<file path="src/design/bus_servo_command_framer_assert.svh">
// Assertion macros for the servo command framer.
// Used by the top level; expands to nothing under synthesis.
`ifndef BUS_SERVO_COMMAND_FRAMER_ASSERT_SVH
`define BUS_SERVO_COMMAND_FRAMER_ASSERT_SVH
`ifndef SYNTHESIS
`define BSCF_ASSERT_SAME(name, clk, rst, ante, cons) \
   name: assert property (@(posedge clk) disable iff (rst) (ante) |-> (cons)) \
      else $error("bscf: same-cycle check failed");
`define BSCF_ASSERT_NEXT(name, clk, rst, ante, cons) \
   name: assert property (@(posedge clk) disable iff (rst) (ante) |=> (cons)) \
      else $error("bscf: next-cycle check failed");
`else
`define BSCF_ASSERT_SAME(name, clk, rst, ante, cons)
`define BSCF_ASSERT_NEXT(name, clk, rst, ante, cons)
`endif
`endif

</file>
<file path="src/design/bscf_pkg.sv">
// Shared types and constants for the servo command framer.
// No dependencies.
`timescale 1ns / 1ps
`default_nettype none
package bscf_pkg;

   localparam int IdxW = 4;

   localparam logic [7:0] HEADER_BYTE   = 8'h55;
   localparam logic [7:0] LEN_NO_PARAM  = 8'd3;
   localparam logic [7:0] LEN_ONE_PARAM = 8'd5;
   localparam logic [7:0] LEN_TWO_PARAM = 8'd7;

   localparam logic [IdxW-1:0] IDX_HDR0 = 4'd0;
   localparam logic [IdxW-1:0] IDX_HDR1 = 4'd1;
   localparam logic [IdxW-1:0] IDX_ID   = 4'd2;
   localparam logic [IdxW-1:0] IDX_LEN  = 4'd3;
   localparam logic [IdxW-1:0] IDX_CMD  = 4'd4;
   localparam logic [IdxW-1:0] IDX_P1L  = 4'd5;
   localparam logic [IdxW-1:0] IDX_P1H  = 4'd6;
   localparam logic [IdxW-1:0] IDX_P2L  = 4'd7;
   localparam logic [IdxW-1:0] IDX_P2H  = 4'd8;

   typedef enum logic [1:0] {
      ST_IDLE = 2'b01,
      ST_SEND = 2'b10
   } state_type;

   typedef struct packed {
      logic            busy;
      logic            step;
      logic            last;
      logic [IdxW-1:0] idx;
   } seq_ctrl_type;

endpackage
`default_nettype wire

</file>
<file path="src/design/bscf_seq.sv">
// Byte sequencer: walks the packet index one byte per free output slot.
// Depends on bscf_pkg.
`timescale 1ns / 1ps
`default_nettype none
module bscf_seq (
   input  wire                             clock,
   input  wire                             reset,
   input  wire                             start,
   input  wire                             out_free,
   input  wire  [bscf_pkg::IdxW-1:0]       last_idx,
   output bscf_pkg::seq_ctrl_type          ctrl
);

   bscf_pkg::state_type         state_ff, state_in;
   logic [bscf_pkg::IdxW-1:0]   idx_ff, idx_in;
   logic                        step;
   logic                        last;

   assign step = (state_ff == bscf_pkg::ST_SEND) && out_free;
   assign last = (idx_ff == last_idx);

   always_comb begin
      state_in = state_ff;
      idx_in   = idx_ff;
      unique case (state_ff)
         bscf_pkg::ST_IDLE: begin
            if (start) begin
               state_in = bscf_pkg::ST_SEND;
               idx_in   = bscf_pkg::IDX_HDR0;
            end
         end
         bscf_pkg::ST_SEND: begin
            if (step) begin
               if (last) begin
                  state_in = bscf_pkg::ST_IDLE;
               end else begin
                  idx_in = idx_ff + 1'b1;
               end
            end
         end
         default: begin
            state_in = bscf_pkg::ST_IDLE;
         end
      endcase
   end

   always_ff @(posedge clock) begin
      if (reset) begin
         state_ff <= bscf_pkg::ST_IDLE;
         idx_ff   <= bscf_pkg::IDX_HDR0;
      end else begin
         state_ff <= state_in;
         idx_ff   <= idx_in;
      end
   end

   assign ctrl.busy = (state_ff == bscf_pkg::ST_SEND);
   assign ctrl.step = step;
   assign ctrl.last = last;
   assign ctrl.idx  = idx_ff;

endmodule
`default_nettype wire

</file>
<file path="src/design/bscf_acc.sv">
// 8-bit adder accumulating the packet checksum, one byte per step.
// Depends on bscf_pkg.
`timescale 1ns / 1ps
`default_nettype none
module bscf_acc (
   input  wire                     clock,
   input  bscf_pkg::seq_ctrl_type  ctrl,
   input  wire  [7:0]              data,
   output logic [7:0]              sum
);

   logic [7:0] sum_ff, sum_in;
   logic       body;

   assign body = ctrl.step && !ctrl.last && (ctrl.idx >= bscf_pkg::IDX_ID);

   always_comb begin
      sum_in = sum_ff;
      if (body) begin
         sum_in = (ctrl.idx == bscf_pkg::IDX_ID) ? data : sum_ff + data;
      end
   end

   always_ff @(posedge clock) begin
      sum_ff <= sum_in;
   end

   assign sum = sum_ff;

endmodule
`default_nettype wire

</file>
<file path="src/design/bus_servo_command_framer.sv">
// Servo bus command framer: one command item in, 6/8/10 packet bytes out.
// Throughput: one byte per cycle while rsp_tready holds; 6 + 2n bytes per item for n
// parameters, and the next item is accepted only once the sequencer is back in idle.
// Reset: synchronous, active high; clears sequencer and output valid.
// Depends on bscf_pkg, bscf_seq, bscf_acc.
`timescale 1ns / 1ps
`default_nettype none
module bus_servo_command_framer (
   input  wire         clock,
   input  wire         reset,
   input  wire         req_tvalid,
   output logic        req_tready,
   // dest_id[7:0], command_code[15:8], param_count[17:16],
   // first_param[33:18], second_param[49:34], zero pad[55:50]
   input  wire  [55:0] req_tdata,
   output logic        rsp_tvalid,
   input  wire         rsp_tready,
   // frame_byte[7:0]
   output logic [7:0]  rsp_tdata,
   output logic        rsp_tlast
);

   bscf_pkg::seq_ctrl_type      ctrl;
   logic                        start;
   logic                        out_free;
   logic [1:0]                  count;

   logic [7:0]                  id_ff, cmd_ff, len_ff;
   logic [15:0]                 p1_ff, p2_ff;
   logic [bscf_pkg::IdxW-1:0]   last_idx_ff;
   logic [7:0]                  len_in;
   logic [bscf_pkg::IdxW-1:0]   last_idx_in;

   logic [7:0]                  byte_sel;
   logic [7:0]                  sum;

   logic                        rsp_valid_ff;
   logic [7:0]                  rsp_data_ff;
   logic                        rsp_last_ff;

   assign req_tready = !ctrl.busy;
   assign start      = req_tvalid && req_tready;
   assign out_free   = !rsp_valid_ff || rsp_tready;
   assign count      = req_tdata[17:16];

   always_comb begin
      if (count == 2'd0) begin
         len_in      = bscf_pkg::LEN_NO_PARAM;
         last_idx_in = bscf_pkg::IDX_P1L;
      end else if (count == 2'd1) begin
         len_in      = bscf_pkg::LEN_ONE_PARAM;
         last_idx_in = bscf_pkg::IDX_P2L;
      end else begin
         len_in      = bscf_pkg::LEN_TWO_PARAM;
         last_idx_in = bscf_pkg::IDX_P2H + 1'b1;
      end
   end

   always_ff @(posedge clock) begin
      if (start) begin
         id_ff       <= req_tdata[7:0];
         cmd_ff      <= req_tdata[15:8];
         p1_ff       <= req_tdata[33:18];
         p2_ff       <= req_tdata[49:34];
         len_ff      <= len_in;
         last_idx_ff <= last_idx_in;
      end
   end

   bscf_seq u_seq (
      .clock    (clock),
      .reset    (reset),
      .start    (start),
      .out_free (out_free),
      .last_idx (last_idx_ff),
      .ctrl     (ctrl)
   );

   always_comb begin
      if (ctrl.last) begin
         byte_sel = ~sum;
      end else begin
         case (ctrl.idx)
            bscf_pkg::IDX_HDR0: byte_sel = bscf_pkg::HEADER_BYTE;
            bscf_pkg::IDX_HDR1: byte_sel = bscf_pkg::HEADER_BYTE;
            bscf_pkg::IDX_ID:   byte_sel = id_ff;
            bscf_pkg::IDX_LEN:  byte_sel = len_ff;
            bscf_pkg::IDX_CMD:  byte_sel = cmd_ff;
            bscf_pkg::IDX_P1L:  byte_sel = p1_ff[7:0];
            bscf_pkg::IDX_P1H:  byte_sel = p1_ff[15:8];
            bscf_pkg::IDX_P2L:  byte_sel = p2_ff[7:0];
            bscf_pkg::IDX_P2H:  byte_sel = p2_ff[15:8];
            default:            byte_sel = ~sum;
         endcase
      end
   end

   bscf_acc u_acc (
      .clock (clock),
      .ctrl  (ctrl),
      .data  (byte_sel),
      .sum   (sum)
   );

   always_ff @(posedge clock) begin
      if (reset) begin
         rsp_valid_ff <= 1'b0;
      end else if (ctrl.step) begin
         rsp_valid_ff <= 1'b1;
      end else if (rsp_tready) begin
         rsp_valid_ff <= 1'b0;
      end
   end

   always_ff @(posedge clock) begin
      if (ctrl.step) begin
         rsp_data_ff <= byte_sel;
         rsp_last_ff <= ctrl.last;
      end
   end

   assign rsp_tvalid = rsp_valid_ff;
   assign rsp_tdata  = rsp_data_ff;
   assign rsp_tlast  = rsp_last_ff;

   `include "bus_servo_command_framer_assert.svh"

   `BSCF_ASSERT_NEXT(a_busy_after_accept, clock, reset, start, !req_tready)
   `BSCF_ASSERT_NEXT(a_header_first, clock, reset,
      ctrl.step && (ctrl.idx == bscf_pkg::IDX_HDR0),
      rsp_tvalid && (rsp_tdata == bscf_pkg::HEADER_BYTE) && !rsp_tlast)
   `BSCF_ASSERT_SAME(a_idx_bounded, clock, reset, ctrl.busy, ctrl.idx <= last_idx_ff)

endmodule
`default_nettype wire

</file>
<file path="config.mk">
export PLATFORM = sky130hd
export DESIGN_NAME = bus_servo_command_framer
export DESIGN_NICKNAME = d
export VERILOG_FILES = /design/src/design/bscf_pkg.sv /design/src/design/bscf_seq.sv /design/src/design/bscf_acc.sv /design/src/design/bus_servo_command_framer.sv
export VERILOG_INCLUDE_DIRS = /design/src /design/src/design
export SDC_FILE = /design/constraint.sdc
export NUM_CORES = 1
export LEC_CHECK = 0
export BUFFER_PORTS_ARGS = -buffer_cell sky130_fd_sc_hd__buf_4
export CAP_MARGIN = 15
export CORE_UTILIZATION = 54
export DETAILED_ROUTE_END_ITERATION = 10
export GPL_TIMING_DRIVEN = 0
export PLACE_DENSITY_LB_ADDON = 0.25
export SKIP_CTS_REPAIR_TIMING = 1
export SLEW_MARGIN = 30
export SYNTH_ARGS = -nofsm -noshare
export SYNTH_HDL_FRONTEND = slang
export SYNTH_SLANG_ARGS = --single-unit
</file>
<file path="constraint.sdc">
create_clock -name clock -period 4.4 [get_ports clock]
set_clock_uncertainty 0.05 [all_clocks]
set_input_delay 0.66 -clock clock [delete_from_list [all_inputs] [get_ports clock]]
set_output_delay 0.66 -clock clock [all_outputs]
set_load 0.02 [all_outputs]
</file>
==> metrics, run 1 <==
Post-Place Setup Slack=0.4426 ns; max frequency=250.1 MHz; most instantiated flip-flop cell in the synthesis netlist=sky130_fd_sc_hd__edfxtp_1; Distinct cells, synth=53; average wire per standard cell=16.81 um; number of port buffers=64; count of final hold-check violations=0; DR iter-0 viols=191; final global-route overflow total=0; wirelength, routed=6892 um; floorplan core area=0.006061 sq mm; Synthesis Warnings=0; total CTS buffers=9; H-tree Lvls=3; Antenna Diode Count=0; antenna viol nets, final=0; Sink Count=77; number of antenna violations at the first check in global routing=0; effective utilization at floorplan=57.29%; critical path required time=4.44 ns; part of the total power dissipated in the clock network=38.6%; Tightest Pin Transition=0.9034 ns; post-synthesis net count=328; setup violation total in the final timing report=0; total number of placement rows=28; Tcrit/Tclk final=90.88%; count of TritonRoute iterations in the first routing pass=5; Rel. slew slack=39.77%; gate count after technology mapping=255; vias per inst=5.617; VDD IR-drop max=0.2927 mV; routed vias=2303; area of the die=0.006754 sq mm; Post-Syn Area per Cell=13.62 sq um; min Tclk post-route=3.999 ns; width of the chip=82.19 um; leakage dissipation=1.604 nW; I/O pin count=71; share of total power in sequential cells=55.3%; sum of net half-perimeters after detailed placement=4899 um; fraction of the yosys area taken by sequential cells=64.58%; Max Slew Vio Count=0; Synth Cell Area=0.003472 sq mm; clock tree buffer depth=2; DRC violation count after routing=0; Critical Path Source Type=register; register bit count reported by yosys=77; Crit Path Max Fanout=10; fraction of registers with async set/reset=0%; number of global-route vias before repair=2275; combinational share of power=6.1%; dpl cell area=0.004049 sq mm; last weighted congestion value of the routability-driven placer=0.8252; status=finished, final reports clean; switching portion of total power=21.05%; y dimension of the die=82.19 um; number of enable-type register cells in the synthesized netlist=70; Data arrival, critical path=4.04 ns; class of the worst hold path=input port to register; Area Overhead vs Synth=22.99%; reported max-cap violation count=0; Worst setup EP type=register; setup repair after global routing missed its margin=false; worst path setup slack after routing=0.4015 ns; internal power summed over all cells=1.206 mW; switching component of the power=0.3216 mW; proportion of layout cells with a drive suffix above 1=30.75%; total power divided by cell area=357.8 mW/mm^2; clk_lat worst skew=0.34 ns; wire length of the first global-routing pass=10990 um; Reg clk slew, reported paths=0.08 ns; GRT Util Overall=23.05%; startpoint-to-endpoint class of the critical path=register to register; CTS tree=yes; total negative setup slack=0 ns; maximum number of pins on one net before global-route repair=54; final non-filler cell area=0.004270 sq mm; root buffer cell=sky130_fd_sc_hd__clkbuf_8; number of nets in the finished design=403
==> power groups by stage <==
stage                     clock network, mW  registers [mW]  logic [mW]
after CTS                             0.601           0.845      0.0935
after global placement                    0           0.861      0.0899
after detailed placement                  0           0.862      0.0930
after global routing                  0.629           0.848       0.101
after floorplan                           0           0.861      0.0405
final                                 0.589           0.845      0.0935
==> cells in the final DEF, fill, tap and decap left out, types with 7 or more instances in the layout <==
master / n
sky130_fd_sc_hd__buf_4: 64
sky130_fd_sc_hd__xnor2_1: 9
sky130_fd_sc_hd__a21oi_1: 21
sky130_fd_sc_hd__nand2_1: 17
sky130_fd_sc_hd__ha_1: 12
sky130_fd_sc_hd__edfxtp_1: 70
sky130_fd_sc_hd__nor2_1: 15
sky130_fd_sc_hd__clkbuf_8: 9
sky130_fd_sc_hd__nand3_1: 8
sky130_fd_sc_hd__dfxtp_1: 7
==> registers in the layout (all words and copies together) (netlist names) <==
signal and count:
p1_ff 16, p2_ff 16, cmd_ff 8, id_ff 8, rsp_tdata 8, u_acc.sum 8
u_seq.idx_ff 4, last_idx_ff 3, len_ff 2, u_seq.state_ff 2, rsp_tlast 1, rsp_tvalid 1
==> per-layer routing <==
metal | vias to the layer above | GRT usage [%] | share of wire [%]
met4 | 0 | 8.772 | 1.4
met3 | 9 | 5.934 | 4.9
met1 | 1096 | 29.92 | 43
li1 | 1124 | - | -
met2 | 74 | 37.19 | 50
met5 | - | 0 | 0
==> critical path, cell delays in order (launching register included) <==
cell and delay [ns]:
sky130_fd_sc_hd__dfxtp_1 0.50, sky130_fd_sc_hd__inv_1 0.13, sky130_fd_sc_hd__ha_1 0.24, sky130_fd_sc_hd__buf_6 0.16, sky130_fd_sc_hd__nor4_1 0.35, sky130_fd_sc_hd__a21oi_2 0.09
sky130_fd_sc_hd__nand2_4 0.13, sky130_fd_sc_hd__buf_6 0.18, sky130_fd_sc_hd__mux2i_1 0.40, sky130_fd_sc_hd__ha_1 0.31, sky130_fd_sc_hd__a21oi_1 0.18, sky130_fd_sc_hd__nand4b_1 0.18
sky130_fd_sc_hd__a31oi_2 0.17, sky130_fd_sc_hd__nand3_1 0.12, sky130_fd_sc_hd__nor3_1 0.04, sky130_fd_sc_hd__or4_1 0.50
==> synthesized netlist by cell type (all sizes together) (4+ instances only) <==
cell	number	area, sq um
a21oi	22	113.9
a222oi	4	40.04
a22oi	5	37.54
buf	7	53.80
clkbuf	4	15.01
dfxtp	7	140.1
edfxtp	70	2102
ha	12	150.1
inv	7	26.27
mux2	4	45.04
mux2i	5	50.05
nand2	19	81.33
nand2b	4	25.02
nand3	8	40.04
nor2	15	56.30
nor2b	5	31.28
nor3	5	25.02
o21ai	5	25.02
xnor2	9	78.83
==> area by class of cell <==
cell class | count | area, sq um
flip-flops and latches | 77 | 2242
fillers | 430 | 1790
multi-input cells | 160 | 1137
repair buffers | 64 | 480.5
clock buffers | 9 | 123.9
clock inverters | 7 | 97.59
well taps | 75 | 93.84
plain buffers | 11 | 68.82
inverters | 7 | 26.28
==> worst paths after layout <==
check | start | end | slack [ns] | depth (start not counted)
max reg2reg | u_seq.idx_ff[0] | u_acc.sum[7] | 0.40 | 15
min reg2reg | rsp_tvalid | rsp_tvalid | 0.44 | 2
max | u_seq.idx_ff[0] | u_acc.sum[7] | 0.40 | 15
min | req_tdata[28] | p1_ff[10] | 0.43 | 1
==> cells by family (layout without fill, tap and decap cells) <==
kind of cell / count (synthesis) / after routing / synth area share, %
compound gates: 58 / 58 / 11.93
xor+xnor: 10 / 10 / 2.523
fa+ha+maj: 13 / 13 / 4.901
buf+inv: 18 / 98 / 2.738
flops: 77 / 77 / 64.58
mux: 9 / 9 / 2.739
simple gates: 70 / 70 / 10.59
==> per-stage QoR <==
step	std cells	power (mW)	utilization, %	hold WS [ns]
after floorplan	255	0.9016	-	0.4683
after global placement	394	0.9512	66.76	0.4184
after detailed placement	394	0.9551	66.80	0.4336
after CTS	410	1.540	70.46	0.4130
after global routing	410	1.579	70.46	0.4138
final	410	1.528	70.46	0.4325
Note: power is estimated with default switching activity, not from simulation.
==> inputs of run 2 (changes only) <==
--- a/config.mk
+++ b/config.mk
@@ -8,7 +8,7 @@
 export LEC_CHECK = 0
 export BUFFER_PORTS_ARGS = -buffer_cell sky130_fd_sc_hd__buf_4
 export CAP_MARGIN = 15
-export CORE_UTILIZATION = 54
+export CORE_UTILIZATION = 59
 export DETAILED_ROUTE_END_ITERATION = 10
 export GPL_TIMING_DRIVEN = 0
 export PLACE_DENSITY_LB_ADDON = 0.25
==> constraint.sdc (replaced) <==
create_clock -name clock -period 5.1 [get_ports clock]
set_clock_uncertainty 0.05 [all_clocks]
set_input_delay 0.765 -clock clock [delete_from_list [all_inputs] [get_ports clock]]
set_output_delay 0.765 -clock clock [all_outputs]
set_load 0.02 [all_outputs]
==> metrics, run 2 (same netlist as run 1, synthesis figures left out) <==
status=finished, final reports clean (unchanged); I/O pin count=71 (unchanged); Critical Path Source=u_seq.idx_ff[0] (unchanged); maximum number of pins on one net before global-route repair=54 (unchanged); Power, Total=1.395 mW (was 1.528 mW); area of the die=0.006195 sq mm (was 0.006754 sq mm); clock tree buffer depth=2 (unchanged); Data arrival, critical path=3.99 ns (was 4.04 ns); setup slack, reg-to-reg=1.15 ns (was 0.40 ns); share of total power in sequential cells=52.3% (was 55.3%); internal power summed over all cells=1.134 mW (was 1.206 mW); Area Overhead vs Synth=23.75% (was 22.99%); Post-Place Setup Slack=1.234 ns (was 0.4426 ns); setup repair after global routing missed its margin=false (unchanged); worst hold margin=0.4377 ns (was 0.4325 ns); routed vias=2371 (was 2303); count of final hold-check violations=0 (unchanged); total power divided by cell area=324.6 mW/mm^2 (was 357.8 mW/mm^2); combinational share of power=5.8% (was 6.1%); Max Slew Vio Count=0 (unchanged); placed cell count=391 (was 394); worst r2r src=u_seq.idx_ff[0] (unchanged); y dimension of the die=78.71 um (was 82.19 um); wirelength, routed=7062 um (was 6892 um); Crit Path Max Fanout=10 (unchanged); switching component of the power=0.2611 mW (was 0.3216 mW); Rel. slew slack=34.23% (was 39.77%); startpoint-to-endpoint class of the critical path=register to register (unchanged); Critical Path Source Type=register (unchanged); leakage dissipation=1.622 nW (was 1.604 nW); critical path required time=5.15 ns (was 4.44 ns); final cell count without fillers=406 (was 410); max frequency=253.2 MHz (was 250.1 MHz); endpoint of the worst-slack reg-to-reg timing path=u_acc.sum[7] (unchanged); clk_lat worst skew=0.35 ns (was 0.34 ns); number of port buffers=64 (unchanged); number of nets in the finished design=403 (unchanged); part of the total power dissipated in the clock network=41.9% (was 38.6%); Tightest Pin Transition=0.9866 ns (was 0.9034 ns); number of antenna violations at the first check in global routing=0 (unchanged); total negative setup slack=0 ns (unchanged); Reg clk slew, reported paths=0.08 ns (about the same); final non-filler cell area=0.004297 sq mm (was 0.004270 sq mm); total CTS buffers=9 (unchanged); worst path setup slack after routing=1.151 ns (was 0.4015 ns); effective utilization at floorplan=62.29% (was 57.29%); final global-route overflow total=0 (unchanged); Tcrit/Tclk final=77.43% (was 90.88%); GRT Util Overall=24.78% (was 23.05%); Sink Count=77 (unchanged); setup violation total in the final timing report=0 (unchanged); worst reg-to-reg path cell count=15 (unchanged); DR iter-0 viols=161 (was 191); final design utilization=77.08% (was 70.46%); number of global-route vias before repair=2290 (was 2275); switching portion of total power=18.72% (was 21.05%); dpl cell area=0.004045 sq mm (was 0.004049 sq mm); root buffer cell=sky130_fd_sc_hd__clkbuf_8 (unchanged); VDD IR-drop max=0.3221 mV (was 0.2927 mV); class of the worst hold path=register to register (was input port to register); total number of placement rows=27 (was 28); Antenna Diode Count=0 (unchanged); average wire per standard cell=17.39 um (was 16.81 um); DRC violation count after routing=0 (unchanged); Worst Setup EP=u_acc.sum[7] (unchanged); last weighted congestion value of the routability-driven placer=0.8365 (was 0.8252); proportion of layout cells with a drive suffix above 1=29.94% (was 30.75%); width of the chip=78.71 um (was 82.19 um); commonest non-fill, non-tap cells in the layout=sky130_fd_sc_hd__edfxtp_1, sky130_fd_sc_hd__buf_4, sky130_fd_sc_hd__a21oi_1 (unchanged); sum of net half-perimeters after detailed placement=4699 um (was 4899 um); floorplan core area=0.005574 sq mm (was 0.006061 sq mm); min Tclk post-route=3.949 ns (was 3.999 ns); antenna viol nets, final=0 (unchanged); Worst setup EP type=register (unchanged); wire length of the first global-routing pass=11090 um (was 10990 um); CTS tree=yes (unchanged); H-tree Lvls=3 (unchanged); most common library cell in the layout ignoring fill and taps=sky130_fd_sc_hd__edfxtp_1 (unchanged); largest registers=p1_ff x16, p2_ff x16 (unchanged); vias per inst=5.840 (was 5.617); reported max-cap violation count=0 (unchanged); count of TritonRoute iterations in the first routing pass=5 (unchanged)
==> run 2: cell count changes in the layout (fill, tap and decap cells not counted) <==
cell and change:
sky130_fd_sc_hd__bufinv_16 +2, sky130_fd_sc_hd__clkinvlp_4 -2, sky130_fd_sc_hd__inv_6 -2, sky130_fd_sc_hd__clkbuf_1 +1, sky130_fd_sc_hd__clkinv_1 +1, sky130_fd_sc_hd__clkinv_2 -1
==> run 2: area by class of cell <==
class,instances,area [sq um]
inverters,7,26.28
multi-input cells,160,1137
well taps,72,90.09
plain buffers,11,68.82
clock inverters,5,123.9
fillers,351,1277
clock buffers,10,127.6
repair buffers,64,480.5
flip-flops and latches,77,2242
==> run 2: how the worst min path moves through the flow <==
stage	cells after the start	from	slack, ns	endpoint
floorplan	2	u_seq.state_ff[0]	0.47	u_seq.state_ff[0]
global placement	2	rsp_tvalid	0.42	rsp_tvalid
detailed placement	2	rsp_tvalid	0.42	rsp_tvalid
CTS	2	rsp_tvalid	0.44	rsp_tvalid
global route	2	rsp_tvalid	0.45	rsp_tvalid
finish	2	rsp_tvalid	0.44	rsp_tvalid
==> run 2: power by group through the flow <==
stage | clock (mW) | combinational, mW | sequential (mW)
after floorplan | 0 | 0.0349 | 0.743
after global placement | 0 | 0.0776 | 0.743
after detailed placement | 0 | 0.0802 | 0.743
after CTS | 0.587 | 0.0814 | 0.730
after global routing | 0.615 | 0.0872 | 0.732
final | 0.584 | 0.0811 | 0.730
==> run 2: metal layers <==
metal / vias up / part of all wire, % / GRT usage, %
met5: - / 0 / 0
met4: 0 / 2.5 / 10.56
met3: 18 / 4.9 / 7.931
met2: 91 / 51 / 40.26
met1: 1138 / 42 / 30.53
li1: 1124 / - / -
==> run 2: critical path: stages, from the launching register on <==
cell and delay [ns]:
sky130_fd_sc_hd__dfxtp_1 0.47, sky130_fd_sc_hd__inv_1 0.10, sky130_fd_sc_hd__ha_1 0.23, sky130_fd_sc_hd__buf_6 0.15
sky130_fd_sc_hd__nor4_1 0.35, sky130_fd_sc_hd__a21oi_2 0.10, sky130_fd_sc_hd__nand2_4 0.14, sky130_fd_sc_hd__buf_6 0.18
sky130_fd_sc_hd__mux2i_1 0.42, sky130_fd_sc_hd__ha_1 0.32, sky130_fd_sc_hd__a21oi_1 0.18, sky130_fd_sc_hd__nand4b_1 0.18
sky130_fd_sc_hd__a31oi_2 0.17, sky130_fd_sc_hd__nand3_1 0.12, sky130_fd_sc_hd__nor3_1 0.05, sky130_fd_sc_hd__or4_1 0.51
